[src/humidity_sensor_frame_decode_macros.svh]
// Assertion macros for the humidity sensor frame decoder.
`ifndef HUMIDITY_SENSOR_FRAME_DECODE_MACROS_SVH
`define HUMIDITY_SENSOR_FRAME_DECODE_MACROS_SVH

// Implication checked on every rising clock edge outside reset.
`define HSFD_ASSERT_IMP(lbl, ante, cons) \
   lbl: assert property (@(posedge clock) disable iff (reset) (ante) |-> (cons)) \
      else $error("hsfd assertion failed");

// Invariant checked on every rising clock edge outside reset.
`define HSFD_ASSERT_ALWAYS(lbl, expr) \
   lbl: assert property (@(posedge clock) disable iff (reset) (expr)) \
      else $error("hsfd invariant failed");

`endif

[src/hsfd_pkg.sv]
// Constants and helper functions for the humidity sensor frame decoder.
package hsfd_pkg;

   localparam logic [7:0] CRC_INIT = 8'hFF;
   localparam logic [7:0] CRC_POLY = 8'h31;

   localparam logic [23:0] TEMP_SPAN = 24'd175;
   localparam logic [23:0] HUM_SPAN  = 24'd100;
   localparam logic signed [8:0] TEMP_OFFSET = 9'sd45;

   // Byte positions within the six-byte frame
   localparam logic [2:0] POS_T_HI  = 3'd0;
   localparam logic [2:0] POS_T_LO  = 3'd1;
   localparam logic [2:0] POS_T_CRC = 3'd2;
   localparam logic [2:0] POS_H_HI  = 3'd3;
   localparam logic [2:0] POS_H_LO  = 3'd4;
   localparam logic [2:0] POS_H_CRC = 3'd5;

   // CRC-8, MSB first, no final xor
   function automatic logic [7:0] crc8_update(input logic [7:0] crc, input logic [7:0] data);
      logic [7:0] v;
      v = crc ^ data;
      for (int i = 0; i < 8; i++) begin
         if (v[7]) begin
            v = {v[6:0], 1'b0} ^ CRC_POLY;
         end else begin
            v = {v[6:0], 1'b0};
         end
      end
      return v;
   endfunction

   // floor(x / 65535), exact while the quotient stays below 256
   function automatic logic [8:0] div_full_scale(input logic [23:0] x);
      logic [24:0] s;
      s = {1'b0, x} + {17'd0, x[23:16]} + 25'd1;
      return s[24:16];
   endfunction

endpackage

[src/humidity_sensor_frame_decode.sv]
// Top level of the humidity sensor frame decoder.
// Decodes one six-byte measurement frame (temperature high, low, CRC, humidity
// high, low, CRC), taking one byte per beat on the req_ channel. Each word is
// checked with CRC-8 (poly 0x31, init 0xFF). After the sixth byte one result
// beat leaves on the rsp_ channel: temperature = raw*175/65535 - 45 and
// humidity = raw*100/65535, both truncated; status is 1 and both values are
// zero if either checksum failed. req_frame_start forces the byte to position
// zero and drops any partial frame. The block sustains one beat per cycle; the
// only stall is a sixth byte arriving while the previous result is still held
// in the single output register. rsp_valid rises in the cycle after the sixth
// byte is accepted.
`include "humidity_sensor_frame_decode_macros.svh"

module humidity_sensor_frame_decode
   import hsfd_pkg::*;
(
   input  logic              clock,
   input  logic              reset,
   // byte input
   input  logic              req_valid,
   output logic              req_ready,
   input  logic [7:0]        req_rx_byte,
   input  logic              req_frame_start,
   // measurement result
   output logic              rsp_valid,
   input  logic              rsp_ready,
   output logic signed [8:0] rsp_temperature_c,
   output logic [6:0]        rsp_humidity_pct,
   output logic              rsp_status
);

   // frame state
   logic [2:0]  pos_ff, pos_in;
   logic [7:0]  crc_ff, crc_in;
   logic [15:0] temp_raw_ff, temp_raw_in;
   logic [15:0] hum_raw_ff, hum_raw_in;
   logic        temp_ok_ff, temp_ok_in;

   // result register
   logic              rsp_valid_ff, rsp_valid_in;
   logic signed [8:0] temp_ff, temp_in;
   logic [6:0]        hum_ff, hum_in;
   logic              status_ff, status_in;

   logic [2:0]  cur_pos;
   logic        accept;
   logic        done_beat;
   logic [7:0]  crc_next;
   logic [23:0] temp_prod, hum_prod;
   logic [8:0]  temp_q, hum_q;
   logic        frame_ok;

   // Position of this byte: frame start or an out-of-range count means zero.
   assign cur_pos = (req_frame_start || (pos_ff > POS_H_CRC)) ? POS_T_HI : pos_ff;

   // Stall only when this byte closes a frame and the result slot is still full.
   assign req_ready = !rsp_valid_ff || rsp_ready || (cur_pos != POS_H_CRC);
   assign accept    = req_valid && req_ready;
   assign done_beat = accept && (cur_pos == POS_H_CRC);

   // Start-of-word bytes restart the CRC from its seed.
   assign crc_next = crc8_update(((cur_pos == POS_T_HI) || (cur_pos == POS_H_HI)) ?
                                 CRC_INIT : crc_ff, req_rx_byte);

   always_comb begin
      pos_in      = pos_ff;
      crc_in      = crc_ff;
      temp_raw_in = temp_raw_ff;
      hum_raw_in  = hum_raw_ff;
      temp_ok_in  = temp_ok_ff;
      if (accept) begin
         case (cur_pos)
            POS_T_HI: begin
               crc_in      = crc_next;
               temp_raw_in = {req_rx_byte, 8'h00};
               pos_in      = POS_T_LO;
            end
            POS_T_LO: begin
               crc_in      = crc_next;
               temp_raw_in = {temp_raw_ff[15:8], req_rx_byte};
               pos_in      = POS_T_CRC;
            end
            POS_T_CRC: begin
               temp_ok_in = (crc_ff == req_rx_byte);
               pos_in     = POS_H_HI;
            end
            POS_H_HI: begin
               crc_in     = crc_next;
               hum_raw_in = {req_rx_byte, 8'h00};
               pos_in     = POS_H_LO;
            end
            POS_H_LO: begin
               crc_in     = crc_next;
               hum_raw_in = {hum_raw_ff[15:8], req_rx_byte};
               pos_in     = POS_H_CRC;
            end
            default: begin
               pos_in = POS_T_HI;
            end
         endcase
      end
   end

   // Scaling: constant multiply, then divide by 65535 via add-and-shift.
   assign temp_prod = {8'd0, temp_raw_ff} * TEMP_SPAN;
   assign hum_prod  = {8'd0, hum_raw_ff} * HUM_SPAN;
   assign temp_q    = div_full_scale(temp_prod);
   assign hum_q     = div_full_scale(hum_prod);
   assign frame_ok  = temp_ok_ff && (crc_ff == req_rx_byte);

   always_comb begin
      rsp_valid_in = rsp_valid_ff && !rsp_ready;
      temp_in      = temp_ff;
      hum_in       = hum_ff;
      status_in    = status_ff;
      if (done_beat) begin
         rsp_valid_in = 1'b1;
         if (frame_ok) begin
            temp_in   = $signed(temp_q) - TEMP_OFFSET;
            hum_in    = hum_q[6:0];
            status_in = 1'b0;
         end else begin
            temp_in   = '0;
            hum_in    = '0;
            status_in = 1'b1;
         end
      end
   end

   always_ff @(posedge clock) begin
      if (reset) begin
         pos_ff       <= POS_T_HI;
         crc_ff       <= CRC_INIT;
         temp_raw_ff  <= '0;
         hum_raw_ff   <= '0;
         temp_ok_ff   <= 1'b0;
         rsp_valid_ff <= 1'b0;
      end else begin
         pos_ff       <= pos_in;
         crc_ff       <= crc_in;
         temp_raw_ff  <= temp_raw_in;
         hum_raw_ff   <= hum_raw_in;
         temp_ok_ff   <= temp_ok_in;
         rsp_valid_ff <= rsp_valid_in;
      end
   end

   always_ff @(posedge clock) begin
      temp_ff   <= temp_in;
      hum_ff    <= hum_in;
      status_ff <= status_in;
   end

   assign rsp_valid         = rsp_valid_ff;
   assign rsp_temperature_c = temp_ff;
   assign rsp_humidity_pct  = hum_ff;
   assign rsp_status        = status_ff;

   // checks
   `HSFD_ASSERT_ALWAYS(a_pos_range, pos_ff <= POS_H_CRC)
   `HSFD_ASSERT_IMP(a_rsp_from_frame_end, $rose(rsp_valid_ff), $past(done_beat))
   `HSFD_ASSERT_IMP(a_bad_frame_zero, rsp_valid_ff && status_ff, (temp_ff == '0) && (hum_ff == '0))
   `HSFD_ASSERT_IMP(a_hum_range, rsp_valid_ff && !status_ff, hum_ff <= 7'd100)

endmodule
[config.mk]
export PLATFORM = sky130hd
export DESIGN_NAME = humidity_sensor_frame_decode
export DESIGN_NICKNAME = d
export VERILOG_FILES = /design/src/hsfd_pkg.sv /design/src/humidity_sensor_frame_decode.sv
export VERILOG_INCLUDE_DIRS = /design/src /design/src/src
export SDC_FILE = /design/constraint.sdc
export NUM_CORES = 1
export LEC_CHECK = 0
export ABC_AREA = 1
export BUFFER_PORTS_ARGS = -buffer_cell sky130_fd_sc_hd__buf_2
export CORE_ASPECT_RATIO = 1.4
export CORE_UTILIZATION = 60
export DETAILED_ROUTE_END_ITERATION = 8
export HOLD_SLACK_MARGIN = 0.03
export PLACE_DENSITY_LB_ADDON = 0.2
export SYNTH_ARGS = -nofsm -noshare
export SYNTH_HDL_FRONTEND = slang
export SYNTH_SLANG_ARGS = --single-unit
export TNS_END_PERCENT = 1
[constraint.sdc]
create_clock -name clock -period 9.2 [get_ports clock]
set_input_delay 0.92 -clock clock [delete_from_list [all_inputs] [get_ports clock]]
set_output_delay 0.92 -clock clock [all_outputs]
set_load 0.05 [all_outputs]
# Word-level counts from Yosys, hierarchy flattened
# Index checks and enable logic that the tools add are counted.
dict set report op_classes {
  add_sub_neg 5
  mul 2
  div 0
  order_cmp 1
  n_eq_ne 7
  n_shift 0
  muxes 15
  bitwise_logic 11
  reduce_logical 20
}
# op n
set ops {}
lappend ops {{$pmux 16 s2} 2}
lappend ops {{$mux 6} 8}
lappend ops {{$add 24x8->25} 1}
lappend ops {{$add 25x1->25 const B} 1}
lappend ops {{$mul 16x8->24 const B} 1}
lappend ops {{$not 3->3} 8}
lappend ops {{$add 23x1->23 const B} 1}
lappend ops {{$add 23x7->23} 1}
lappend ops {{$mul 16x5->21 const B} 1}
lappend ops {{$pmux 3 s5} 1}
lappend ops {{$sub 9x7->9 const B} 1}
lappend ops {{$eq 8x8->1} 1}
lappend ops {{$mux 8} 1}
lappend ops {{$reduce_and 2->1} 4}
lappend ops {{$xor 8x8->8} 1}
lappend ops {{$eq 3x2->1 const B} 2}
lappend ops {{$eq 3x3->1 const B} 2}
lappend ops {{$reduce_and 3->1} 2}
lappend ops {{$logic_and 1x1->1} 4}
lappend ops {{$logic_or 1x1->1} 4}
lappend ops {{$reduce_bool 2->1} 2}
lappend ops {{$reduce_or 4->1} 1}
lappend ops {{$eq 3x1->1 const B} 1}
lappend ops {{$gt 3x3->1 const B} 1}
lappend ops {{6 further kinds} 9}
dict set report totals {
  ff_bits 62
  latch_bits 0
  mem_bits_rw 0
  rom_bits 0
  word_cells 72
  n_memories 0
}

# Longest topological paths before layout
dict set report logic_depth {
  depth_word 23
  depth_mapped 38
  depth_no_buf 38
}

# Least setup slack after synthesis
# OpenSTA, ideal clock, no wires.
dict set report synth_timing {
  path_kind {register -> register}
  from {register temp_raw_ff[9]}
  to {register temp_ff[6], in the netlist rsp_temperature_c[6] (data pin)}
  t_arrival_ns 5.241
  required_time_ns 8.945
  path_slack_ns 3.704
  stages_incl_launch_ff 30
  cell_sequence {dfxtp_1 ha_1 fa_1 fa_1 inv_1 fa_1 inv_1 ha_1 nand2_2 nor2_2 and3_1 nand2_1 a21oi_1 o21ai_0 nand2_1 inv_2 ha_1 nand3_1 nor2_1 nand2_1 nand2_1 nand2_1 nand2_1 nand2_2 ha_1 nand3b_1 o21ai_1 nand3_1 nand2_1 nor2_1}
}
dict set report synth_between {
  elab_chain_len 4
}
# item line_no
set synth_rtl {}
lappend synth_rtl {{start, declared} humidity_sensor_frame_decode.sv:35} ;# logic [15:0] temp_raw_ff, temp_raw_in;
lappend synth_rtl {{start signal, assigned} humidity_sensor_frame_decode.sv:141} ;# temp_raw_ff <= temp_raw_in;
lappend synth_rtl {{$mul 16x8->24} humidity_sensor_frame_decode.sv:105} ;# assign temp_prod = {8'd0, temp_raw_ff} * TEMP_SPAN;
lappend synth_rtl {{$add 24x8->25} hsfd_pkg.sv:36} ;# s = {1'b0, x} + {17'd0, x[23:16]} + 25'd1;
lappend synth_rtl {{$add 25x1->25} hsfd_pkg.sv:36}
lappend synth_rtl {{$sub 9x7->9} humidity_sensor_frame_decode.sv:119} ;# temp_in = $signed(temp_q) - TEMP_OFFSET;
lappend synth_rtl {{end signal, assigned} humidity_sensor_frame_decode.sv:149} ;# temp_ff <= temp_in;
lappend synth_rtl {{end, declared} humidity_sensor_frame_decode.sv:41} ;# logic signed [8:0] temp_ff, temp_in;
# No other way between the ends.
# A chain may end at the register's enable or synchronous reset.

# Worst setup path in the final report
dict set report layout_timing {
  from {register temp_raw_ff[4]}
  to {register temp_ff[8], in the netlist rsp_temperature_c[8] (data pin)}
}
# Same word-level chain as after synthesis.

==> results.py <==
metrics = {
    "global_routing": {
        "grt_pass1_vias": 7954,
        "gr-total-overflow": 0,
        "gr-usage-all-layers_pct": 28.81,
        "grt_max_degree": 45,
        "grt_antenna_before_repair": 0,
        "grt_pass1_wl_mm": 35.62,
    },
    "synthesis": {
        "synth.avg_cell_area_um2": 7.125,
        "synth_edf_count": 17,
        "ys_types": 49,
        "synthFlopType": "dfxtp_1",
        "synthArstFlopShare_pct": 0,
        "syn_area_um2": 8949,
        "synthCells": 1256,
        "ys_warn_count": 0,
        "synth_fp_nets": 1464,
        "seq_area_frac_synth_pct": 15.77,
        "synth-seq-cells": 62,
    },
    "pwr": {
        "power_density_nw_per_um2": 127.1,
        "seqPwrFrac_pct": 24.8,
        "sw_frac_of_total_pct": 42.31,
        "switchingPower_uw": 517.9,
        "total_power_uw": 1224,
        "combPwrFrac_pct": 46.7,
        "p_leak_uw": 0.005279,
        "p_int_uw": 706.2,
        "clock_power_share_pct": 28.5,
        "irDropWorstVdd_mv": 0.1167,
    },
    "sta": {
        "rsz0062_at_grt": "no",
        "finalCriticalPeriod_ps": 6209,
        "min_period_over_period_pct": 67.49,
        "setup_viol": 0,
        "drv_slew": 0,
        "worstMarginPinSlew_ps": 1010,
        "relSlewSlack_pct": 32.12,
        "max_freq_mhz": 161.1,
        "hold_violations": 0,
        "fin_tns_setup_ps": 0,
        "worst_clock_skew_ps": 8.886,
    },
    "flow_run": {
        "drv_cap": 0,
    },
    "final_layout": {
        "final_nets": 1498,
        "drive_gt1_share_pct": 8.263,
        "syn_to_final_growth_pct": 7.592,
        "n_antenna_cell": 0,
    },
    "die": {
        "ioPinCount": 32,
        "die_h_um": 146.5,
        "rows": 52,
        "die-area_um2": 15410,
        "coreArea_um2": 14510,
        "start_util_pct": 61.68,
        "die_x_um": 105.2,
    },
    "drt": {
        "drtIter0Drc": 327,
        "routedWlPerCell_um": 13.94,
        "ant_nets": 0,
        "num_vias": 7899,
        "drc": 0,
        "routed_via_density": 5.323,
        "wl_mm": 20.68,
        "first_pass_iters": 5,
    },
    "setup_path": {
        "critPathMaxStageDelay_ps": 550,
        "ff2ff_path_depth": 31,
        "crit_type": "flip-flop to flip-flop",
        "cp_slowest_cell": "fa_1",
        "cp-end-kind": "flip-flop",
        "worstPathRequired_ps": 9280,
        "cp-start-kind": "flip-flop",
        "arrival_ps": 6290,
        "cpMostUsedCell": "nand2_1",
        "critPathMaxFanout": 7,
    },
    "cts": {
        "cts_setup_buffers": 0,
        "cts_buffer_depth": 2,
        "clk_pin_slew_ps": 50,
        "root_buffer": "clkbuf_16",
        "clk_latency_ps": 330,
        "cts_buffers": 9,
        "clock_sink_count": 62,
        "post_cts_resized": 0,
        "htreeDepth": 3,
        "hold_buffers": 0,
        "cts_tree": "yes",
    },
    "worst_hold_path": {
        "hold_depth": 2,
        "hold_class": "flip-flop to flip-flop",
    },
    "placement": {
        "port-buffer-count": 31,
        "gp_congestion": 0.9902,
        "dp_hpwl_mm": 17.49,
    },
    "outcome": {
        "outcome": "finished clean",
    },
}
==> critical path, delay by kind of cell, from the launching register on <==
kind | cells | cell delay [ps]
AO/OA/AOI/OAI | 3 | 430
adder cells (fa/ha/maj) | 7 | 2790
buffers and inverters | 4 | 260
flip-flops | 1 | 530
AND/OR/NAND/NOR | 17 | 1930
==> cells in the final DEF (no fill, tap or decap), types with 13 or more instances in the layout <==
| cell | count |
|---|---|
| xnor2_1 | 13 |
| fa_1 | 64 |
| nor2_1 | 96 |
| edfxtp_1 | 17 |
| o21ai_0 | 15 |
| nand3_1 | 63 |
| ha_1 | 131 |
| buf_2 | 31 |
| a21oi_1 | 85 |
| nand4_1 | 16 |
| dfxtp_1 | 45 |
| nand2_2 | 16 |
| nand2_1 | 285 |
| inv_1 | 263 |
| xor2_1 | 29 |
| nand3b_1 | 14 |
| a211oi_1 | 14 |
==> per-stage QoR <==
stage	instance area, µm²	hold WS, ps	setup slack [ps]	instances	utilization (%)
CTS	9628	468.4	3011	1484	66.36
floorplan	8949	443.2	3704	1256	-
detailed placement	9319	457.6	3015	1468	64.23
global placement	9319	450.1	3113	1468	64.23
global route	9628	495.5	2527	1484	66.36
finish	9628	466.0	2991	1484	66.36
==> worst paths after layout <==
| check | slack (ps) | endpoint | from |
|---|---|---|---|
| max | 2990 | rsp_temperature_c[8] | temp_raw_ff[4] |
| min | 470 | temp_ok_ff | temp_ok_ff |
| max reg2reg | 2990 | rsp_temperature_c[8] | temp_raw_ff[4] |
| min reg2reg | 470 | temp_ok_ff | temp_ok_ff |
==> cell type report <==
type	count	area, µm²
inverters	275	1035
fillers	1323	4881
flip-flops and latches	62	1411
multi-input cells	910	6474
well taps	189	236.5
clock inverters	4	52.55
repair buffers	32	162.7
clock buffers	12	256.5
==> metal layers <==
layer / vias to the layer above / routed length (µm) / track usage (%)
met5: - / 0 / 0
met4: 0 / 1005 / 15.00
met3: 47 / 537 / 2.455
met2: 144 / 11010 / 55.49
met1: 3674 / 8130 / 30.62
li1: 4034 / - / -
==> sequential cells by signal, indices dropped and copies added, names as in the netlist <==
signal,count
pos_ff,3
rsp_valid,1
rsp_temperature_c,9
rsp_status,1
crc_ff,8
rsp_humidity_pct,7
hum_raw_ff,16
temp_raw_ff,16
temp_ok_ff,1
==> cell usage after synthesis (2+ instances only) <==
cell type | count | area (µm²)
xor2_1 | 29 | 254.0
a211oi_1 | 14 | 105.1
nand4_1 | 16 | 100.1
nor3_2 | 3 | 30.03
and2_1 | 3 | 18.77
ha_1 | 131 | 1639
nand2_1 | 285 | 1070
nor3_1 | 10 | 50.05
fa_1 | 64 | 1281
o21ai_1 | 2 | 10.01
a31oi_1 | 2 | 12.51
inv_2 | 9 | 33.78
nand3_2 | 3 | 30.03
o21a_1 | 2 | 15.01
nor4_1 | 2 | 12.51
o21ai_0 | 15 | 75.07
nor2_1 | 96 | 360.4
o211ai_1 | 2 | 15.01
or2_1 | 3 | 18.77
nand2_2 | 16 | 100.1
nand3b_1 | 14 | 105.1
o21bai_1 | 2 | 15.01
inv_1 | 263 | 987.2
dfxtp_1 | 45 | 900.9
or2_2 | 6 | 37.54
a21oi_1 | 85 | 425.4
clkbuf_1 | 9 | 33.78
nand3_1 | 63 | 315.3
nor2_2 | 9 | 56.30
xnor2_1 | 13 | 113.9
a21oi_2 | 5 | 43.79
clkinv_1 | 2 | 7.510
edfxtp_1 | 17 | 510.5
==> power by group through the flow <==
stage / clock [µW] / sequential (µW) / combinational, µW
3_5_place_dp: 0 / 309 / 564
5_1_grt: 363 / 305 / 650
3_3_place_gp: 0 / 309 / 556
2_1_floorplan: 0 / 306 / 443
6_report: 349 / 304 / 571
4_1_cts: 354 / 304 / 568
==> logic make-up (layout without fill, tap and decap cells) <==
group	count (synthesis)	count (layout)	synth area share, %
adders and majority gates	195	195	32.63
AOI/OAI and AO/OA	137	137	8.949
DFF	62	62	15.77
and+or+nand+nor	534	534	26.30
buffers and inverters	284	323	11.94
xor gates and xnor gates	43	43	4.293
muxes	1	1	0.1119
Power figures use the tool's default switching activity.
